## config.mk

```make
export PLATFORM = sky130hd
export DESIGN_NAME = inverse_fitness_roulette_select_core
export DESIGN_NICKNAME = d
export VERILOG_FILES = /design/src/design/ifrs_pkg.sv /design/src/design/inverse_fitness_roulette_select_core.sv
export VERILOG_INCLUDE_DIRS = /design/src /design/src/design
export SDC_FILE = /design/constraint.sdc
export NUM_CORES = 2
export LEC_CHECK = 0
export ABC_AREA = 0
export BUFFER_PORTS_ARGS = -buffer_cell sky130_fd_sc_hd__buf_2
export CELL_PAD_IN_SITES_DETAIL_PLACEMENT = 2
export CELL_PAD_IN_SITES_GLOBAL_PLACEMENT = 2
export CORE_UTILIZATION = 45
export CTS_CLUSTER_DIAMETER = 100
export CTS_CLUSTER_SIZE = 40
export DETAILED_ROUTE_END_ITERATION = 10
export GPL_ROUTABILITY_DRIVEN = 0
export GPL_TIMING_DRIVEN = 1
export PLACE_DENSITY_LB_ADDON = 0.1
export REMOVE_ABC_BUFFERS = 1
export SETUP_SLACK_MARGIN = 0.1
export SLEW_MARGIN = 20
export SYNTH_ARGS = -nofsm -noshare
export SYNTH_HDL_FRONTEND = slang
export SYNTH_SLANG_ARGS = --single-unit
export TNS_END_PERCENT = 100
```

## constraint.sdc

```tcl
create_clock -name i_clk -period 8.4 [get_ports i_clk]
set_input_delay 1.26 -clock i_clk [delete_from_list [all_inputs] [get_ports i_clk]]
set_output_delay 1.26 -clock i_clk [all_outputs]
set_load 0.05 [all_outputs]
```

## src/design/assert_macros.svh

```systemverilog
// Assertion macros shared by the RTL.
`ifndef ASSERT_MACROS_SVH
`define ASSERT_MACROS_SVH
`ifndef SYNTHESIS
`define ASSERT_CLK(label, clk, rst_n, prop, msg) \
    label: assert property (@(posedge clk) disable iff (!rst_n) (prop)) else $error(msg);
`define ASSERT_NEVER(label, clk, rst_n, prop, msg) \
    label: assert property (@(posedge clk) disable iff (!rst_n) !(prop)) else $error(msg);
`else
`define ASSERT_CLK(label, clk, rst_n, prop, msg)
`define ASSERT_NEVER(label, clk, rst_n, prop, msg)
`endif
`endif

```

## src/design/ifrs_pkg.sv

```systemverilog
// ----------------------------------------------------------------------------
// ifrs_pkg
// Shared types and constants for the inverse-fitness roulette select core.
// ----------------------------------------------------------------------------
package ifrs_pkg;
    localparam int MAX_ENTRIES_DEF = 16;
    localparam logic [7:0] WHEEL_SLOTS_RESET = 8'd100;

    localparam logic [1:0] OP_RESTART = 2'd0;
    localparam logic [1:0] OP_APPEND  = 2'd1;
    localparam logic [1:0] OP_DRAW    = 2'd2;
    localparam logic [1:0] OP_UNUSED  = 2'd3;

    localparam logic [1:0] ST_OK     = 2'd0;
    localparam logic [1:0] ST_FULL   = 2'd1;
    localparam logic [1:0] ST_DEGEN  = 2'd2;
    localparam logic [1:0] ST_EMPTY  = 2'd3;

    typedef enum logic [3:0] {
        S_IDLE, S_RD1, S_DIV1, S_ACC1, S_CHK, S_MOD, S_RD2, S_DIV2, S_ACC2, S_OUT
    } t_state;
endpackage

```

## src/design/inverse_fitness_roulette_select_core.sv

```systemverilog
// ----------------------------------------------------------------------------
// inverse_fitness_roulette_select_core
// Fitness store with inverse-fitness roulette draw, one shared serial divider.
// ----------------------------------------------------------------------------
// channel | valid   | stall   | payload
// in      | i_valid | o_stall | i_opcode, i_fitness_value, i_random_word
// out     | o_valid | i_stall | o_chosen_index, o_slot_total, o_status
// cfg     | i_cfg_we| -       | i_cfg_data
// Restart, append and rejected draws go straight from acceptance to S_OUT.
// A draw walks the stored entries in two passes, each entry costing a read, a
// bit-serial division and an accumulate step; between the passes a check and a
// modulo run, and an output step ends the draw; pass two stops at the chosen entry.
// Reset is synchronous; the store itself is not cleared.
// One item is in work at a time; a held result stalls the next item.
`include "assert_macros.svh"
module inverse_fitness_roulette_select_core #(
    parameter int MAX_ENTRIES = ifrs_pkg::MAX_ENTRIES_DEF
) (
    input  logic        i_clk,
    input  logic        i_rst_n,
    input  logic        i_valid,
    output logic        o_stall,
    input  logic [1:0]  i_opcode,
    input  logic [31:0] i_fitness_value,
    input  logic [30:0] i_random_word,
    output logic        o_valid,
    input  logic        i_stall,
    output logic [3:0]  o_chosen_index,
    output logic [7:0]  o_slot_total,
    output logic [1:0]  o_status,
    input  logic        i_cfg_we,
    input  logic [7:0]  i_cfg_data
);
    import ifrs_pkg::*;

    localparam int AW = $clog2(MAX_ENTRIES);
    localparam int CW = $clog2(MAX_ENTRIES + 1);
    localparam int SW = 32 + AW;
    localparam int NW = SW + 8;
    localparam int DW = SW + CW;
    localparam int QCW = $clog2(NW + 1);

    logic [31:0] r_mem [MAX_ENTRIES];
    logic [31:0] r_rd;
    logic [AW-1:0] r_raddr;
    logic        r_we;
    logic [AW-1:0] r_waddr;
    logic [31:0] r_wdata;

    t_state r_state, n_state;
    logic [CW-1:0] r_cnt, n_cnt;
    logic [SW-1:0] r_sum, n_sum;
    logic [7:0]  r_slots;
    logic [CW-1:0] r_i, n_i;
    logic [DW-1:0] r_den, n_den;
    logic [NW-1:0] r_num, n_num;
    logic [DW:0]   r_rem, n_rem;
    logic [QCW-1:0] r_bit, n_bit;
    logic [8:0]  r_base, n_base;
    logic [30:0] r_rw, n_rw;
    logic [8:0]  r_slot, n_slot;
    logic [3:0]  r_idx, n_idx;
    logic        r_ov, n_ov;
    logic [3:0]  r_oidx, n_oidx;
    logic [7:0]  r_otot, n_otot;
    logic [1:0]  r_ost, n_ost;
    logic        n_we;
    logic [AW-1:0] n_waddr;
    logic [31:0] n_wdata;
    logic        acc;
    logic [DW:0] rem_sh, rem_sub;
    logic [8:0]  share;
    logic [9:0]  mrem_sh;

    assign o_stall = (r_state != S_IDLE) || r_ov;
    assign acc = i_valid && !o_stall;
    assign o_valid = r_ov;
    assign o_chosen_index = r_oidx;
    assign o_slot_total = r_otot;
    assign o_status = r_ost;

    always_ff @(posedge i_clk) begin
        if (r_we) begin
            r_mem[r_waddr] <= r_wdata;
        end
        r_rd <= r_mem[r_raddr];
    end

    always_ff @(posedge i_clk) begin
        if (!i_rst_n) begin
            r_state <= S_IDLE;
            r_cnt <= '0;
            r_sum <= '0;
            r_slots <= WHEEL_SLOTS_RESET;
            r_ov <= 1'b0;
            r_we <= 1'b0;
        end else begin
            r_state <= n_state;
            r_cnt <= n_cnt;
            r_sum <= n_sum;
            r_ov <= n_ov;
            r_we <= n_we;
            if (i_cfg_we) begin
                r_slots <= i_cfg_data;
            end
        end
        r_waddr <= n_waddr;
        r_wdata <= n_wdata;
        r_raddr <= n_i[AW-1:0];
        r_i <= n_i; r_den <= n_den; r_num <= n_num; r_rem <= n_rem; r_bit <= n_bit;
        r_base <= n_base; r_rw <= n_rw; r_slot <= n_slot; r_idx <= n_idx;
        r_oidx <= n_oidx; r_otot <= n_otot; r_ost <= n_ost;
    end

    always_comb begin
        n_state = r_state; n_cnt = r_cnt; n_sum = r_sum; n_i = r_i; n_den = r_den;
        n_num = r_num; n_rem = r_rem; n_bit = r_bit; n_base = r_base; n_rw = r_rw;
        n_slot = r_slot; n_idx = r_idx; n_ov = r_ov; n_oidx = r_oidx;
        n_otot = r_otot; n_ost = r_ost; n_we = 1'b0; n_waddr = r_waddr;
        n_wdata = r_wdata;
        rem_sh = {r_rem[DW-1:0], r_num[NW-1]};
        rem_sub = rem_sh - {1'b0, r_den};
        share = r_num[8:0];
        mrem_sh = {r_slot, r_rw[30]};
        if (r_ov && !i_stall) begin
            n_ov = 1'b0;
        end
        case (r_state)
            S_IDLE: begin
                if (acc) begin
                    n_oidx = '0; n_otot = '0; n_ost = ST_OK;
                    n_state = S_OUT;
                    case (i_opcode)
                        OP_RESTART: begin
                            n_we = 1'b1; n_waddr = '0; n_wdata = i_fitness_value;
                            n_cnt = CW'(1); n_sum = SW'(i_fitness_value);
                        end
                        OP_APPEND: begin
                            if (r_cnt >= CW'(MAX_ENTRIES)) begin
                                n_ost = ST_FULL;
                            end else begin
                                n_we = 1'b1; n_waddr = r_cnt[AW-1:0];
                                n_wdata = i_fitness_value;
                                n_cnt = r_cnt + CW'(1);
                                n_sum = r_sum + SW'(i_fitness_value);
                            end
                        end
                        OP_DRAW: begin
                            if (r_cnt < CW'(2) || r_sum == '0) begin
                                n_ost = ST_DEGEN;
                            end else begin
                                n_den = DW'(r_sum) * DW'(r_cnt - CW'(1));
                                n_i = '0; n_base = '0; n_rw = i_random_word;
                                n_state = S_RD1;
                            end
                        end
                        default: begin
                        end
                    endcase
                end
            end
            S_RD1, S_RD2: begin
                n_state = (r_state == S_RD1) ? S_DIV1 : S_DIV2;
                n_bit = '0; n_rem = '0; n_num = '0;
            end
            S_DIV1, S_DIV2: begin
                if (r_bit == '0 && r_num == '0 && r_rem == '0) begin
                    n_num = NW'(r_sum - SW'(r_rd)) * NW'(r_slots);
                    n_bit = QCW'(1);
                end else if (r_bit <= QCW'(NW)) begin
                    if (!rem_sub[DW]) begin
                        n_rem = rem_sub;
                    end else begin
                        n_rem = rem_sh;
                    end
                    n_num = {r_num[NW-2:0], !rem_sub[DW]};
                    n_bit = r_bit + QCW'(1);
                    if (r_bit == QCW'(NW)) begin
                        n_state = (r_state == S_DIV1) ? S_ACC1 : S_ACC2;
                    end
                end
            end
            S_ACC1: begin
                n_base = r_base + share;
                n_i = r_i + CW'(1);
                n_state = (r_i + CW'(1) >= r_cnt) ? S_CHK : S_RD1;
            end
            S_CHK: begin
                if (r_base == '0) begin
                    n_ost = ST_EMPTY; n_state = S_OUT;
                end else begin
                    n_slot = '0; n_bit = '0; n_state = S_MOD;
                end
            end
            S_MOD: begin
                if (mrem_sh >= {1'b0, r_base}) begin
                    n_slot = 9'(mrem_sh - {1'b0, r_base});
                end else begin
                    n_slot = mrem_sh[8:0];
                end
                n_rw = {r_rw[29:0], 1'b0};
                n_bit = r_bit + QCW'(1);
                if (r_bit == QCW'(30)) begin
                    n_i = '0; n_idx = '0; n_state = S_RD2;
                end
            end
            S_ACC2: begin
                if (r_slot < share) begin
                    n_idx = 4'(r_i);
                    n_state = S_OUT;
                end else begin
                    n_slot = r_slot - share;
                    n_i = r_i + CW'(1);
                    n_state = (r_i + CW'(1) >= r_cnt) ? S_OUT : S_RD2;
                end
                n_otot = r_base[7:0];
            end
            S_OUT: begin
                if (r_ost == ST_OK && r_otot != '0) begin
                    n_oidx = n_idx;
                end
                n_ov = 1'b1;
                n_state = S_IDLE;
            end
            default: n_state = S_IDLE;
        endcase
    end

    `ASSERT_NEVER(a_out_busy, i_clk, i_rst_n, o_valid && (r_state != S_IDLE), "result during work")
    `ASSERT_NEVER(a_cnt_range, i_clk, i_rst_n, r_cnt > CW'(MAX_ENTRIES), "entry count overflow")
    `ASSERT_CLK(a_hold, i_clk, i_rst_n, (o_valid && i_stall) |=> o_valid, "result dropped")
endmodule
```

; ---- Word-level counts from Yosys, hierarchy flattened
; Memory sizes are Yosys's and may differ from the RTL's. A register that Yosys moved wholly into a read port is not among the register bits.
; Cells that the tools add are included.
[classes]
n_addsub = 10
mul = 2
order_cmp = 6
eq_ne = 27
n_mux = 71
n_bitwise = 1
n_reduce_logical = 49
[ops]
columns = cell, count
row1 = 2-to-1 mux 42 bit, 3
row2 = 2-to-1 mux 31 bit, 3
row3 = 2-to-1 mux 44 bit, 2
row4 = one-hot mux 44 bit (2 select lines), 1
row5 = one-hot mux 42 bit (2 select lines), 1
row6 = one-hot mux 36 bit (2 select lines), 1
row7 = 2-to-1 mux 4 bit, 16
row8 = one-hot mux 32 bit (2 select lines), 1
row9 = one-hot mux 31 bit (2 select lines), 1
row10 = 2-to-1 mux 9 bit, 6
row11 = logical NOT 44 bit, 1
row12 = multiplier 37 x 9 -> 44 bit, 1
row13 = logical NOT 42 bit, 1
row14 = subtractor 42 x 41 -> 42 bit, 1
row15 = multiplier 37 x 6 -> 41 bit, 1
row16 = subtractor 36 x 32 -> 37 bit, 1
row17 = adder 36 x 32 -> 36 bit, 1
row18 = logical NOT 36 bit, 1
row19 = 2-to-1 mux 36 bit, 1
row20 = 2-to-1 mux 32 bit, 1
row21 = 2-to-1 mux 5 bit, 6
row22 = one-hot mux 4 bit (7 select lines), 1
row23 = one-hot mux 9 bit (3 select lines), 1
row24 = "!= test 2 bit, second input constant", 12
row25 = 52 further kinds, 101
[word_totals]
register_bits = 296
ramBits = 512
input_bits = 78
wordCells = 188
n_memories = 1
[memory_table]
columns = memory, depth, word_bits, read_ports, rd_ports_with_merged_regs, write_ports, line
row1 = r_mem, 16, 32, 1, 1, 1, inverse_fitness_roulette_select_core.sv:43  ; logic [31:0] r_mem [MAX_ENTRIES];

; ---- Depth between registers and ports, before layout
[depth]
word_depth = 6
ltp_mapped = 34

; ---- Worst setup path after synthesis
; OpenSTA, ideal clock, no wires.
[synth_path]
path_type = register to register
startpoint = register r_sum[0]
endpoint = register r_num[41], data pin
setup_time_ps = 266
t_arrival_ps = 7058
slack_ps = 1076
path_stages_with_launch = 35
n_path_buf = 1
path_cell_list = dfxtp_1 inv_1 ha_1 fa_1 nand2b_1 a21oi_1 o2111ai_1 a31oi_1 a21oi_1 nor2b_1 o21a_1 o21ai_0 nand2b_1 xor2_1 nand2_1 fa_1 inv_1 fa_1 fa_1 inv_1 fa_1 inv_1 ha_1 clkbuf_1 nand2_1 o21ai_0 a21oi_1 a21oi_1 a31oi_1 a31oi_1 a31oi_1 o21ai_0 xor2_1 a21oi_1 nor2_1
[synth_via]
elab_chain_cells = 4
[synth_rtl]
columns = element, line
row1 = start: declaration, inverse_fitness_roulette_select_core.sv:52  ; logic [SW-1:0] r_sum, n_sum;
row2 = start signal: assignment, inverse_fitness_roulette_select_core.sv:100  ; r_sum <= n_sum;
row3 = subtractor 36 x 32 -> 37 bit, inverse_fitness_roulette_select_core.sv:168  ; n_num = NW'(r_sum - SW'(r_rd)) * NW'(r_slots);
row4 = multiplier 37 x 9 -> 44 bit, inverse_fitness_roulette_select_core.sv:168
row5 = 2-to-1 mux 44 bit, inverse_fitness_roulette_select_core.sv:167  ; if (r_bit == '0 && r_num == '0 && r_rem == '0) begin
row6 = one-hot mux 44 bit (2 select lines), inverse_fitness_roulette_select_core.sv:128  ; case (r_state)
row7 = end signal: assignment, inverse_fitness_roulette_select_core.sv:110  ; r_i <= n_i; r_den <= n_den; r_num <= n_num; r_rem <= n_rem; r_bit <= n_bit;
row8 = end: declaration, inverse_fitness_roulette_select_core.sv:56  ; logic [NW-1:0] r_num, n_num;
; No other way between the ends.
; A chain may end at the register's enable or synchronous reset.

; ---- Final worst setup path
[layout_path]
startpoint = register r_rd[5], read port of r_mem
endpoint = register r_num[37], data pin
[layout_via]
elab_chain_cells = 4
[layout_rtl]
columns = element, line
row1 = start: declaration, inverse_fitness_roulette_select_core.sv:44  ; logic [31:0] r_rd;
row2 = subtractor 36 x 32 -> 37 bit, inverse_fitness_roulette_select_core.sv:168
row3 = multiplier 37 x 9 -> 44 bit, inverse_fitness_roulette_select_core.sv:168
row4 = 2-to-1 mux 44 bit, inverse_fitness_roulette_select_core.sv:167
row5 = one-hot mux 44 bit (2 select lines), inverse_fitness_roulette_select_core.sv:128
; No other way between the ends.

==> results.md <==
- Die width: 352 µm
- Clock Path Buffers: 3
- DR vias: 38100
- H-tree depth: 2
- DIE HEIGHT: 352 µm
- Remaining antenna violation count after routing: 0
- Wire per inst: 28.3 µm
- Slowest CP cell: fa_1
- Final wirelength: 182000 µm
- Largest net degree at the start of global routing: 96
- Number of enable flip-flop cells after synthesis: 753
- Worst Skew: 80.2 ps
- Crit path max-delay family: compound AO/OA/AOI/OAI gates
- Sequential share of the synthesized area: 44.2%
- CTS sink count: 840
- First-pass GRT wire length: 276000 µm
- Skew-Pair Late Insertion Delay: 710 ps
- Worst Path Buf+Inv: 6
- Ys flop type: edfxtp_1
- FF+latch count, synth: 840
- R2R Setup Slk: 370 ps
- Util after Layout: 49.1%
- GR Overflow Total: 0
- Clk pin slew, worst setup/hold paths: 150 ps
- Mean cell area of the mapped netlist: 11.8 µm²
- Hold WC Path Type: reg -> reg
- Nature of the critical path startpoint: register
- Routed vias/inst: 5.91
- Die footprint: 124000 µm²
- Slew HR: 29.2%
- Site Rows: 128
- Min-Delay Startpoint: r_rw[15]$_DFFE_PP_
- Placeable Area: 122000 µm²
- Crit end category: register
- Cells after Synth: 4685
- Worst Setup Path Type: reg -> reg
- Yosys cell types: 84
- Setup violations, final: 0
- Port bufs: 93
- Initial antenna violation count: 10
- Setup TNS: 0 ps
- Inserted Clock Buffers: 37
- Initial Utilization: 45.3%
- Post-route cell area: 59700 µm²
- R2R Path Start: r_rd[5]$_DFF_P_
- Crit Path Max Fanout: 8
- Worst hold stages: 2
- Total track usage: 29.6%
- Residual DRC count: 0
- Fin. Hold Viols: 0
- P&R area growth vs syn: 8.27%
- Mapped Area: 55100 µm²
- Worst r2r dst: r_num[37]$_SDFFCE_PN0P_
- Crit path DAT: 8430 ps
- Largest stage delay on the critical path: 580 ps
- TritonCTS clock tree: built
- Worst slew pin tran: 1060 ps
- Vias in the first global route: 42700
- Status: complete, no violations
- Share of cells above drive strength 1: 11.2%
- Placed cells: 6362
- Slew Viols, Final: 0
- # Max-Cap Violations: 0
- RSZ-0062 raised after global routing: true
- Io pins: 94
- Ys Warns: 0
- Ys async rst share: 0%
- Min Tclk post-route: 8030 ps
- Detailed placer's ending HPWL: 130000 µm
- Final non-filler cell total: 6441
- Max frequency: 125 MHz
- Layout Nets: 5547
- Hold buffer count at cts: 0
- Hold Path Sink: r_rw[16]$_DFFE_PP_
- CP Data Required Time: 8800 ps
- Root Driver: clkbuf_16
- Initial DRT Pass Iterations: 5
- Iteration-0 DRC Markers: 2835
- Worst r2r path cells: 34
- Placement Cell Area: 58100 µm²
- Fin crit share: 95.6%
==> worst max-delay path by stage <==
stage / startpoint / to / slack, ps / cells after the start
4_1_cts: r_sum[0]$_SDFFE_PN0P_ / r_num[41]$_SDFFCE_PN0P_ / 110 / 35
5_1_grt: r_sum[0]$_SDFFE_PN0P_ / r_num[37]$_SDFFCE_PN0P_ / -20 / 36
6_report: r_rd[5]$_DFF_P_ / r_num[37]$_SDFFCE_PN0P_ / 370 / 34
3_3_place_gp: r_sum[0]$_SDFFE_PN0P_ / r_num[37]$_SDFFCE_PN0P_ / 290 / 32
2_1_floorplan: r_cnt[0]$_SDFFE_PN0P_ / r_den[39]$_DFFE_PP_ / 270 / 22
3_5_place_dp: r_sum[0]$_SDFFE_PN0P_ / r_num[41]$_SDFFCE_PN0P_ / -90 / 35
==> repair_timing <==
action,CTS,global route
resized for setup,3,30
setup buffers,0,10
pin swaps,0,8
endpoints found under the setup margin,8,15
endpoints found under the hold margin,0,0
==> worst register-to-register path, delay by kind of cell (launching register included) <==
| family | cells | cell delay [ps] |
|---|---|---|
| adder cells (fa/ha/maj) | 6 | 2730 |
| flip-flops | 1 | 340 |
| buffers and inverters | 6 | 660 |
| AND/OR/NAND/NOR | 5 | 730 |
| AO/OA/AOI/OAI | 15 | 3030 |
| XOR/XNOR | 2 | 250 |
==> per-layer routing <==
| layer | vias to the layer above | global-route usage, % | wire (µm) |
|---|---|---|---|
| met5 | - | 0 | 24 |
| met4 | 4 | 9.63 | 6470 |
| met3 | 327 | 3.44 | 9070 |
| met2 | 1075 | 52.0 | 92700 |
| met1 | 20200 | 37.8 | 74000 |
| li1 | 16500 | - | - |
==> layout make-up <==
class,count,area [µm²]
multi-input cells,3113,28300
flip-flops and latches,840,24400
repair buffers,229,1500
inverters,565,2120
fillers,11900,61900
clock buffers,43,948
diodes,1,2.50
clock inverters,25,392
well taps,1625,2030
==> layout by cell type (no fill, tap or decap), types with 27 or more instances in the layout <==
cell type / count
edfxtp_1: 753
inv_1: 562
nand2_1: 489
fa_1: 366
ha_1: 311
nor2_1: 241
a21oi_1: 240
and2_1: 164
mux4_2: 160
buf_4: 135
o21ai_0: 128
xnor2_1: 123
a21o_1: 93
buf_2: 93
dfxtp_1: 85
nand2b_1: 80
nor2b_1: 74
xor2_1: 73
mux2i_1: 50
nand3_1: 43
or3_1: 40
nor3_1: 38
clkbuf_16: 37
o21a_1: 35
nor4_1: 34
nand4_1: 31
a211oi_1: 27
a31oi_1: 27
==> metrics by stage <==
step / setup WS [ps] / hold WS [ps]
finish: 368 / 522
CTS: 105 / 527
global route: -16.6 / 546
global placement: 292 / 476
detailed placement: -91.5 / 501
floorplan: 269 / 470
==> cells by family after synthesis <==
| logic type | count (synthesis) | share of synthesized area, % |
|---|---|---|
| compound gates | 703 | 8.11 |
| xor+xnor | 204 | 3.28 |
| fa+ha+maj | 683 | 20.5 |
| buf+inv | 732 | 5.04 |
| flops | 840 | 44.2 |
| mux | 211 | 7.47 |
| simple gates | 1312 | 11.4 |
==> registers in the layout, indices dropped and copies added, names as in the netlist, 6 cells and up <==
signal	count
o_slot_total	8
r_base	9
r_bit	6
r_den	41
r_mem	512
r_num	44
r_rd	32
r_rem	42
r_rw	31
r_slot	9
r_slots	8
r_sum	36
r_wdata	32
==> cell usage after synthesis (5+ instances only) <==
library cell | n | area [µm²]
nand2_1 | 489 | 1840
xor2_1 | 74 | 648
a211oi_2 | 5 | 62.6
ha_1 | 317 | 3970
a211o_1 | 10 | 87.6
a31oi_1 | 31 | 194
nand3b_1 | 5 | 37.5
buf_1 | 20 | 75.1
and3_1 | 20 | 125
a31o_2 | 7 | 61.3
inv_1 | 563 | 2110
clkbuf_1 | 141 | 529
dfxtp_1 | 87 | 1740
nand2b_1 | 81 | 507
o21ai_0 | 131 | 656
a2111oi_0 | 5 | 43.8
edfxtp_1 | 753 | 22600
a21boi_0 | 8 | 60.1
o211ai_1 | 13 | 97.6
nor3_1 | 43 | 215
fa_1 | 366 | 7330
nor2b_1 | 74 | 463
or2_2 | 7 | 43.8
o31ai_1 | 7 | 52.6
and4_1 | 6 | 52.6
o21a_1 | 35 | 263
or3_1 | 40 | 250
xnor2_1 | 129 | 1130
nand3_1 | 43 | 215
o22ai_1 | 10 | 62.6
mux4_2 | 160 | 3600
a21o_1 | 93 | 698
a41oi_1 | 7 | 61.3
and2_1 | 166 | 1040
o41ai_1 | 5 | 43.8
nor4_1 | 36 | 225
mux2i_1 | 50 | 500
a21oi_1 | 243 | 1220
o21ai_1 | 7 | 35.0
o21bai_1 | 17 | 128
nand4_1 | 31 | 194
or4_1 | 5 | 37.5
nor2_1 | 255 | 957
a211oi_1 | 28 | 210
Power is not shown: default switching activity piles up to over one toggle a cycle in this logic, so the estimate is an artifact.
